## src/sv/arc_pkg.sv

```systemverilog
// Shared types and constants for the adaptive retransmit controller.
// No dependencies; used by every module of the block.
`default_nettype none
package arc_pkg;

  localparam int unsigned CfgAddrW = 2;
  localparam int unsigned CfgDataW = 16;

  localparam logic [15:0] RstInitialTimeout    = 16'd2;
  localparam logic [15:0] RstMaxTimeout        = 16'd32;
  localparam logic [7:0]  RstMaxRepeats        = 8'd3;
  localparam logic [7:0]  RstChecksumFailLimit = 8'd20;
  localparam logic [15:0] AdaptMargin          = 16'd2;

  typedef enum logic [1:0] {
    CMD_START    = 2'd0,
    CMD_TIMEOUT  = 2'd1,
    CMD_RESPONSE = 2'd2,
    CMD_NOP      = 2'd3
  } command_t;

  typedef enum logic [2:0] {
    ACT_SEND          = 3'd0,
    ACT_WAIT          = 3'd1,
    ACT_ACCEPT        = 3'd2,
    ACT_UNREACHABLE   = 3'd3,
    ACT_CHECKSUM_FAIL = 3'd4
  } action_t;

  typedef enum logic [CfgAddrW-1:0] {
    REG_INITIAL_TIMEOUT     = 2'd0,
    REG_MAX_TIMEOUT         = 2'd1,
    REG_MAX_REPEATS         = 2'd2,
    REG_CHECKSUM_FAIL_LIMIT = 2'd3
  } reg_index_t;

  typedef struct packed {
    logic [1:0]  command;
    logic [15:0] elapsed_seconds;
    logic [15:0] response_sequence;
    logic        checksum_ok;
  } in_item_t;

  typedef struct packed {
    action_t     action;
    logic [15:0] timeout_value;
    logic [15:0] request_sequence;
  } out_item_t;

  typedef struct packed {
    logic [15:0] initial_timeout;
    logic [15:0] max_timeout;
    logic [7:0]  max_repeats;
    logic [7:0]  checksum_fail_limit;
  } cfg_t;

endpackage
`default_nettype wire

```

## src/sv/adaptive_retransmit_controller.sv

```systemverilog
// Top level of the adaptive retransmit controller: input register, engine,
// result register. Depends on arc_pkg, arc_cfg_regs and arc_engine.
//
//   channel | ports                          | dir | transfer
//   --------+--------------------------------+-----+-----------------------
//   input   | in_valid, in_ready, in_data    | in  | valid & ready at clk
//   result  | out_valid, out_ready, out_data | out | valid & ready at clk
//   config  | cfg_we, cfg_addr, cfg_wdata    | in  | cfg_we at clk
//
// An event is held in the input register, then the engine decides and the
// result register captures the answer: out_valid rises when the event moves
// on into the result register; one transaction per cycle sustained while
// out_ready stays high. The engine state updates in the same cycle the
// result is captured, so back-to-back events chain.
// A stalled out_ready holds the result and the queued event; in_ready falls
// only when both stages are full. Reset (rst_n low, synchronous) empties both
// stages and loads the register and state reset values.
`default_nettype none
module adaptive_retransmit_controller (
  input  wire logic                         clk,
  input  wire logic                         rst_n,
  input  wire logic                         in_valid,
  output      logic                         in_ready,
  input  wire arc_pkg::in_item_t            in_data,
  output      logic                         out_valid,
  input  wire logic                         out_ready,
  output arc_pkg::out_item_t                out_data,
  input  wire logic                         cfg_we,
  input  wire logic [arc_pkg::CfgAddrW-1:0] cfg_addr,
  input  wire logic [arc_pkg::CfgDataW-1:0] cfg_wdata
);

  arc_pkg::cfg_t      cfg;
  arc_pkg::in_item_t  in_item_r;
  logic               in_valid_r;
  arc_pkg::out_item_t out_item_r;
  logic               out_valid_r;
  arc_pkg::out_item_t result;
  logic               advance;

  arc_cfg_regs u_cfg (
    .clk       (clk),
    .rst_n     (rst_n),
    .cfg_we    (cfg_we),
    .cfg_addr  (cfg_addr),
    .cfg_wdata (cfg_wdata),
    .cfg       (cfg)
  );

  // event moves from the input register into the result register
  assign advance  = in_valid_r && (!out_valid_r || out_ready);
  assign in_ready = !in_valid_r || advance;

  arc_engine u_engine (
    .clk     (clk),
    .rst_n   (rst_n),
    .advance (advance),
    .item    (in_item_r),
    .cfg     (cfg),
    .result  (result)
  );

  // control
  always_ff @(posedge clk) begin
    if (!rst_n) begin
      in_valid_r  <= 1'b0;
      out_valid_r <= 1'b0;
    end else begin
      if (in_ready) begin
        in_valid_r <= in_valid;
      end
      if (advance) begin
        out_valid_r <= 1'b1;
      end else if (out_ready) begin
        out_valid_r <= 1'b0;
      end
    end
  end

  // payload, no reset needed
  always_ff @(posedge clk) begin
    if (in_ready && in_valid) begin
      in_item_r <= in_data;
    end
    if (advance) begin
      out_item_r <= result;
    end
  end

  assign out_valid = out_valid_r;
  assign out_data  = out_item_r;

endmodule
`default_nettype wire

```

## src/sv/arc_cfg_regs.sv

```systemverilog
// Configuration register file of the retransmit controller.
// Depends on arc_pkg.
`default_nettype none
module arc_cfg_regs (
  input  wire logic                         clk,
  input  wire logic                         rst_n,
  input  wire logic                         cfg_we,
  input  wire logic [arc_pkg::CfgAddrW-1:0] cfg_addr,
  input  wire logic [arc_pkg::CfgDataW-1:0] cfg_wdata,
  output arc_pkg::cfg_t                     cfg
);

  arc_pkg::cfg_t cfg_r;
  arc_pkg::cfg_t cfg_nxt;

  always_comb begin
    cfg_nxt = cfg_r;
    if (cfg_we) begin
      unique case (arc_pkg::reg_index_t'(cfg_addr))
        arc_pkg::REG_INITIAL_TIMEOUT:     cfg_nxt.initial_timeout     = cfg_wdata;
        arc_pkg::REG_MAX_TIMEOUT:         cfg_nxt.max_timeout         = cfg_wdata;
        arc_pkg::REG_MAX_REPEATS:         cfg_nxt.max_repeats         = cfg_wdata[7:0];
        arc_pkg::REG_CHECKSUM_FAIL_LIMIT: cfg_nxt.checksum_fail_limit = cfg_wdata[7:0];
        default:                          cfg_nxt = cfg_r;
      endcase
    end
  end

  always_ff @(posedge clk) begin
    if (!rst_n) begin
      cfg_r.initial_timeout     <= arc_pkg::RstInitialTimeout;
      cfg_r.max_timeout         <= arc_pkg::RstMaxTimeout;
      cfg_r.max_repeats         <= arc_pkg::RstMaxRepeats;
      cfg_r.checksum_fail_limit <= arc_pkg::RstChecksumFailLimit;
    end else begin
      cfg_r <= cfg_nxt;
    end
  end

  assign cfg = cfg_r;

endmodule
`default_nettype wire

```

## src/sv/arc_engine.sv

```systemverilog
// Protocol state (timeout, repeat and checksum counters, sequence number)
// and the per-transaction decision logic. Depends on arc_pkg.
`default_nettype none
module arc_engine (
  input  wire logic               clk,
  input  wire logic               rst_n,
  input  wire logic               advance,
  input  wire arc_pkg::in_item_t  item,
  input  wire arc_pkg::cfg_t      cfg,
  output arc_pkg::out_item_t      result
);

  logic [15:0] timeout_r, timeout_nxt;
  logic [7:0]  repeat_r, repeat_nxt;
  logic [7:0]  bad_r, bad_nxt;
  logic [15:0] seq_r, seq_nxt;
  arc_pkg::action_t action;

  logic [15:0] doubled;
  logic [15:0] elapsed_eff;
  logic [15:0] elapsed_dbl;
  logic [15:0] adapted;
  logic [15:0] slack;

  always_comb begin
    doubled     = timeout_r[15] ? 16'hFFFF : {timeout_r[14:0], 1'b0};
    elapsed_eff = (item.elapsed_seconds == 16'd0) ? 16'd1 : item.elapsed_seconds;
    elapsed_dbl = elapsed_eff[15] ? 16'hFFFF : {elapsed_eff[14:0], 1'b0};
    slack       = timeout_r - elapsed_eff;
    if (elapsed_eff > timeout_r) begin
      adapted = elapsed_dbl;
    end else if (slack > arc_pkg::AdaptMargin) begin
      adapted = elapsed_eff + arc_pkg::AdaptMargin;
    end else begin
      adapted = timeout_r;
    end
  end

  always_comb begin
    timeout_nxt = timeout_r;
    repeat_nxt  = repeat_r;
    bad_nxt     = bad_r;
    seq_nxt     = seq_r;
    action      = arc_pkg::ACT_WAIT;
    unique case (arc_pkg::command_t'(item.command))
      arc_pkg::CMD_START: begin
        seq_nxt = seq_r + 16'd1;
        action  = arc_pkg::ACT_SEND;
      end
      arc_pkg::CMD_TIMEOUT: begin
        if (repeat_r < cfg.max_repeats) begin
          repeat_nxt = repeat_r + 8'd1;
          action     = arc_pkg::ACT_SEND;
        end else begin
          repeat_nxt = 8'd0;
          if (timeout_r >= cfg.max_timeout) begin
            timeout_nxt = cfg.initial_timeout;
            action      = arc_pkg::ACT_UNREACHABLE;
          end else begin
            timeout_nxt = doubled;
            action      = arc_pkg::ACT_SEND;
          end
        end
      end
      arc_pkg::CMD_RESPONSE: begin
        timeout_nxt = adapted;
        if (!item.checksum_ok) begin
          if (bad_r > cfg.checksum_fail_limit) begin
            bad_nxt = 8'd0;
            action  = arc_pkg::ACT_CHECKSUM_FAIL;
          end else begin
            bad_nxt = (bad_r == 8'hFF) ? bad_r : bad_r + 8'd1;
            action  = arc_pkg::ACT_SEND;
          end
        end else begin
          bad_nxt = 8'd0;
          action  = (item.response_sequence == seq_r) ? arc_pkg::ACT_ACCEPT
                                                       : arc_pkg::ACT_WAIT;
        end
      end
      default: begin
        action = arc_pkg::ACT_WAIT;
      end
    endcase
  end

  always_ff @(posedge clk) begin
    if (!rst_n) begin
      timeout_r <= arc_pkg::RstInitialTimeout;
      repeat_r  <= 8'd0;
      bad_r     <= 8'd0;
      seq_r     <= 16'd0;
    end else if (advance) begin
      timeout_r <= timeout_nxt;
      repeat_r  <= repeat_nxt;
      bad_r     <= bad_nxt;
      seq_r     <= seq_nxt;
    end
  end

  always_comb begin
    result.action           = action;
    result.timeout_value    = timeout_nxt;
    result.request_sequence = seq_nxt;
  end

endmodule
`default_nettype wire
```

## config.mk

```make
export PLATFORM = sky130hd
export DESIGN_NAME = adaptive_retransmit_controller
export DESIGN_NICKNAME = d
export VERILOG_FILES = /design/src/sv/arc_pkg.sv /design/src/sv/adaptive_retransmit_controller.sv /design/src/sv/arc_cfg_regs.sv /design/src/sv/arc_engine.sv
export SDC_FILE = /design/constraint.sdc
export NUM_CORES = 1
export LEC_CHECK = 0
export BUFFER_PORTS_ARGS = -buffer_cell sky130_fd_sc_hd__buf_2
export CORE_UTILIZATION = 60
export DETAILED_ROUTE_END_ITERATION = 10
export GPL_TIMING_DRIVEN = 0
export PLACE_DENSITY = 0.79
export RECOVER_POWER = 50
export SLEW_MARGIN = 30
export SYNTH_ARGS = -nofsm -noshare
export SYNTH_HDL_FRONTEND = slang
export SYNTH_SLANG_ARGS = --single-unit
export TNS_END_PERCENT = 5
```

## constraint.sdc

```tcl
create_clock -name clk -period 11.7 [get_ports clk]
set_input_delay 0.585 -clock clk [delete_from_list [all_inputs] [get_ports clk]]
set_output_delay 0.585 -clock clk [all_outputs]
set_load 0.05 [all_outputs]
```

### Word level (Yosys, flattened, before mapping)

Cells that the tools add are included.

| word-level totals | value |
|---|---|
| output and inout bits | 37 |
| bits of input ports | 58 |
| flip-flop bits (word level) | 168 |

| cells by class | value |
|---|---|
| $add $sub $neg | 5 |
| $lt $le $gt $ge | 5 |
| multiplexer cells | 21 |
| equal/unequal tests | 8 |
| reductions and logical operators | 16 |

Operators with widths:

| cell | count |
|---|---|
| $mux W16 | 8 |
| $mux W8 | 4 |
| $pmux W16 S2 | 1 |
| $add A16 B1 Y16 const B | 1 |
| $add A16 B2 Y16 const B | 1 |
| $add A8 B1 Y8 const B | 2 |
| $eq A16 B16 Y1 | 1 |
| $ge A16 B16 Y1 | 1 |
| $gt A16 B16 Y1 | 1 |
| $gt A16 B2 Y1 const B | 1 |
| $logic_not A16 Y1 | 1 |
| $sub A16 B16 Y16 | 1 |
| $reduce_and A2 Y1 | 5 |
| $mux W3 | 3 |
| $pmux W3 S3 | 1 |
| $eq A8 B8 Y1 const B | 1 |
| $gt A8 B8 Y1 | 1 |
| $lt A8 B8 Y1 | 1 |
| $eq A2 B2 Y1 const B | 3 |
| $eq A2 B1 Y1 const B | 2 |
| $logic_not A2 Y1 | 2 |
| $mux W2 | 2 |
| $ne A3 B2 Y1 const B | 1 |
| $reduce_and A3 Y1 | 1 |
| 5 further kinds | 9 |

### Logic depth before layout (Yosys ltp)

| logic depth | value |
|---|---|
| word-level depth | 7 |
| mapped depth | 15 |

### Cells and area by module

Synthesis repeated with hierarchy kept, for this count alone.

| unflattened totals | value |
|---|---|
| cells, all modules | 1053 |
| area total of the unflattened synthesis | 9935.8 um^2 |

Modules (own cells, without submodules):

| module | instances | cells each | area an instance (um^2) |
|---|---|---|---|
| arc_engine | 1 | 789 | 5824.3 |
| adaptive_retransmit_controller | 1 | 79 | 2205.9 |
| arc_cfg_regs | 1 | 185 | 1905.6 |

### Least setup slack after synthesis

OpenSTA, ideal clock, no wires.

| timing path | value |
|---|---|
| path type | reg2reg |
| start point | register in_item_r[20] (netlist name) |
| end point | register out_item_r, in the netlist out_data[29] (data pin) |
| period minus slack after synthesis | 3.809 ns |
| data required time | 11.426 ns |
| path slack | 7.891 ns |
| arrival | 3.535 ns |
| stages on the path, launching flop included | 16 |
| setup time | 0.274 ns |
| cell sequence | edfxtp_1 clkbuf_1 nor4_1 a41o_1 ha_1 fa_1 nand2b_1 a211o_1 a211o_1 and3_4 a2111oi_2 nand4_1 buf_4 mux2_4 o221ai_2 a31oi_1 |

RTL lines:

| element | RTL line | source |
|---|---|---|
| start: declaration | adaptive_retransmit_controller.sv:34 | `arc_pkg::in_item_t in_item_r;` |
| start signal: assignment | adaptive_retransmit_controller.sv:83 | `in_item_r <= in_data;` |
| end signal: assignment | adaptive_retransmit_controller.sv:86 | `out_item_r <= result;` |
| end: declaration | adaptive_retransmit_controller.sv:36 | `arc_pkg::out_item_t out_item_r;` |

==> impl_metrics.csv <==
group,metric,value,unit
outcome,status,"finished, violations left",
outcome,failed_checks,"max-capacitance violations, max-slew violations",
timing,worst_slew_pin_slew,1630,ps
worst_hold_path,hold_path_startpoint,"in_data[16]",
pwr,switching_share,26.3,%
place,io_buffers,91,
drt,drc,0,
place,dp_hpwl,16.7,mm
clock_tree,clk_latency,440,ps
floorplanning,die_w,127,um
critical_path,crit_family,"compound AO/OA/AOI/OAI gates",
yosys,yosys_warnings,0,
yosys,yosysSeqAreaShare,43.3,%
pwr,p_clk_share,40.8,%
finish,area_delta_synth_final,14.3,%
global_routing,grt_max_degree,30,
pwr,p_per_area,135,mW/mm^2
place,dpl_cell_area,0.0102,sq mm
yosys,yosys.area.top_type,"edfxtp_1",
clock_tree,clock_sinks,168,
finish,fillCellCount,1196,
clock_tree,numCtsBuffers,17,
critical_path,critPathLaunchType,"flop",
floorplanning,core_area,0.0153,sq mm
drt,firstDrtPassIters,5,
global_routing,globalRouteOverflowTotal,0,
floorplanning,io_pins,95,
global_routing,track_usage,28.7,%
pwr,p_leak,4.08,nW
finish,final_common_cell,"nand2_1",
timing,min_period_over_period,37.7,%
timing,setup_viol,0,
drt,first_iter_violations,531,
clock_tree,cts_tree,"yes",
timing,setup_ws,7290,ps
yosys,synthCells,1001,
yosys,syn-num-nets,1115,
critical_path,reg2regPathDepth,13,
drt,routedWlPerCell,16.7,um
pwr,switchingPower,381,uW
timing,fmax,227,MHz
yosys,ys_types,68,
worst_hold_path,hold_end,"in_item_r[16]",
critical_path,crit_buf_inv,2,
global_routing,antenna_found_initial,0,
pwr,peakVddDrop,0.000122,V
clock_tree,htreeDepth,4,
drt,drt-vias-per-instance,5.79,
floorplanning,rows,45,
finish,drive_gt1_share,11.6,%
critical_path,cp-end-kind,"flop",
yosys,syn_area,0.00939,sq mm
finish,instances_no_fill,1337,
critical_path,cp.arrival,4650,ps
drt,wl_met2,10.3,mm
critical_path,critical_path_class,"flop to flop",
critical_path,crit_cells,13,
pwr,total_power,1.45,mW
worst_hold_path,hold_depth,1,
critical_path,r2r-start,"in_item_r[28]",
clock_tree,holdBufCountCts,0,
yosys,synth_edf_count,70,
drt,final_antenna_net_count,0,
clock_tree,cts_root_buf,"clkbuf_16",
critical_path,max_stage_delay,490,ps
timing,hold_viol,0,
yosys,synthFlopType,"dfxtp_1",
global_routing,grt_pass1_vias,7190,
clock_tree,clockBufferDepth,2,
floorplanning,dieArea,0.0162,sq mm
job,max_cap_viol_count,1,
finish,n_antenna_cell,0,
critical_path,reg2reg_to,"out_data[21]",
drt,vias,7740,
yosys,synthArstFlopShare,0,%
pwr,p_int,1.07,mW
drt,met1_length,10.0,mm
drt,highest_layer,"met4",
pwr,share_seq_of_total_power,45.4,%
finish,postLayoutCellArea,0.0107,sq mm
clock_tree,clk_pin_slew,60,ps
critical_path,reg2reg_slack,7290,ps
place,place_congestion,0.906,
pwr,p_comb_share,13.8,%
timing,slew_headroom,-8.58,%
floorplanning,start_util,61.6,%
critical_path,cp_cell_sequence,"nor4_1 -> a41o_1 -> ha_1 -> fa_1 -> nand2b_1 -> a211o_1 -> a21oi_2 -> nor3_1 -> o31a_1 -> clkbuf_1 -> buf_2 -> o221ai_1 -> a31oi_1",
timing,finalSetupTns,0,ps
worst_hold_path,worstHoldPathType,"input port to flop",
critical_path,worstPathRequired,11940,ps
timing,period_needed,4410,ps
critical_path,path_max_fanout,10,
yosys,synth_top_area_share,22.4,%
finish,final_cell_mix,"nand2_1, dfxtp_1, clkbuf_1, edfxtp_1, inv_1",
timing,maxSlewViolCount,30,
timing,rsz0062_at_grt,"no",
clock_tree,cts_resized,0,
floorplanning,die_y,127,um
timing,clock_skew,8.73,ps
drt,dr_wl_met3,1.50,mm
yosys,ys_seq_elements,168,
yosys,avgSynthCellArea,9.38,sq um
place,dp_cells,1305,
global_routing,grt_pass1_wl,36.0,mm
place,pre_cts_ws,7350,ps
critical_path,cp_slowest_cell,"edfxtp_1",
drt,finalWirelength,22.3,mm
finish,nNetsFinal,1227,
clock_tree,cts_setup_buffers,0,
yosys,ys_top_cells_by_area,"edfxtp_1, dfxtp_1, ha_1",
[metrics by stage]
step	hold slack (ps)	util, %
global route	309	70.4
finish	319	70.4
detailed placement	457	66.6
floorplan	434	-
CTS	310	70.8
global placement	451	66.3
[power groups by stage]
stage	combinational [mW]	sequential [mW]	clock [mW]
4_1_cts	0.202	0.658	0.598
3_5_place_dp	0.200	0.670	0
3_3_place_gp	0.194	0.670	0
5_1_grt	0.219	0.661	0.622
6_report	0.200	0.659	0.592
2_1_floorplan	0.121	0.689	0
[state kept, by name, summed over array words and instances (netlist names)]
signal / cells
out_valid: 1
u_engine.seq_r: 16
u_engine.repeat_r: 8
u_cfg.cfg: 48
u_engine.timeout_r: 16
in_item_r: 35
out_data: 35
u_engine.bad_r: 8
in_valid_r: 1
[per-layer routing]
layer | track usage [%] | up-vias
li1 | - | 3797
met5 | 0 | -
met1 | 38.6 | 3609
met4 | 11.1 | 0
met2 | 46.0 | 293
met3 | 5.28 | 41
[cells by family (layout without fill, tap and decap cells)]
family / Yosys count / count (layout) / share of synthesized area (%)
adder cells (fa/ha/maj): 56 / 56 / 7.54
multiplexers: 16 / 16 / 2.25
XOR/XNOR: 70 / 70 / 6.53
AO/OA/AOI/OAI: 235 / 235 / 18.5
buffers and inverters: 114 / 239 / 4.65
flip-flops: 168 / 168 / 43.3
AND/OR/NAND/NOR: 342 / 342 / 17.2
[how the worst max path moves through the flow]
stage                  startpoint      endpoint
floorplan           in_item_r[20]  out_data[29]
global placement    in_item_r[20]  out_data[18]
detailed placement  in_item_r[27]  out_data[21]
CTS                 in_item_r[28]  out_data[21]
global route        in_item_r[20]  out_data[20]
finish              in_item_r[28]  out_data[21]
[cell usage after synthesis (3+ instances only)]
master / n
o211a_1: 3
a221o_1: 4
o31a_1: 3
nor4_1: 6
and2_1: 16
nand2_1: 141
a221oi_1: 4
and3_1: 11
nor2b_1: 3
nor3b_1: 3
a21boi_0: 49
edfxtp_1: 70
dfxtp_1: 98
nand4_1: 20
o21ai_0: 37
xor2_1: 20
nor3_1: 14
buf_2: 4
xnor2_1: 50
clkbuf_1: 43
a21oi_1: 29
ha_1: 55
inv_1: 64
a211o_1: 3
a211oi_1: 4
o31ai_1: 4
o221ai_1: 3
o2111ai_1: 12
nand2b_1: 27
or2_2: 4
o21a_1: 12
mux2_4: 10
o211ai_1: 6
nand3_1: 19
nor2_1: 60
a31oi_1: 27
a21o_1: 5
mux2i_1: 5
or3_1: 9
o221ai_2: 10
[area by class of cell]
type	count	area, sq um	share of cell area (%)
tap	211	264	2.46
clock inverter	8	105	0.979
clock buffer	24	528	4.92
buffer	50	198	1.84
inverter	64	240	2.24
timing repair buffer	93	445	4.15
multi-input combinational	719	4890	45.6
sequential	168	4060	37.9
[worst reg2reg max path: stages (launching register included)]
cell      delay [ps]
edfxtp_1         490
nor4_1           430
a41o_1           330
ha_1             210
fa_1             200
nand2b_1         170
a211o_1          240
a21oi_2          100
nor3_1           420
o31a_1           350
clkbuf_1         380
buf_2            350
o221ai_1         200
a31oi_1          330
Power figures use the tool's default switching activity.
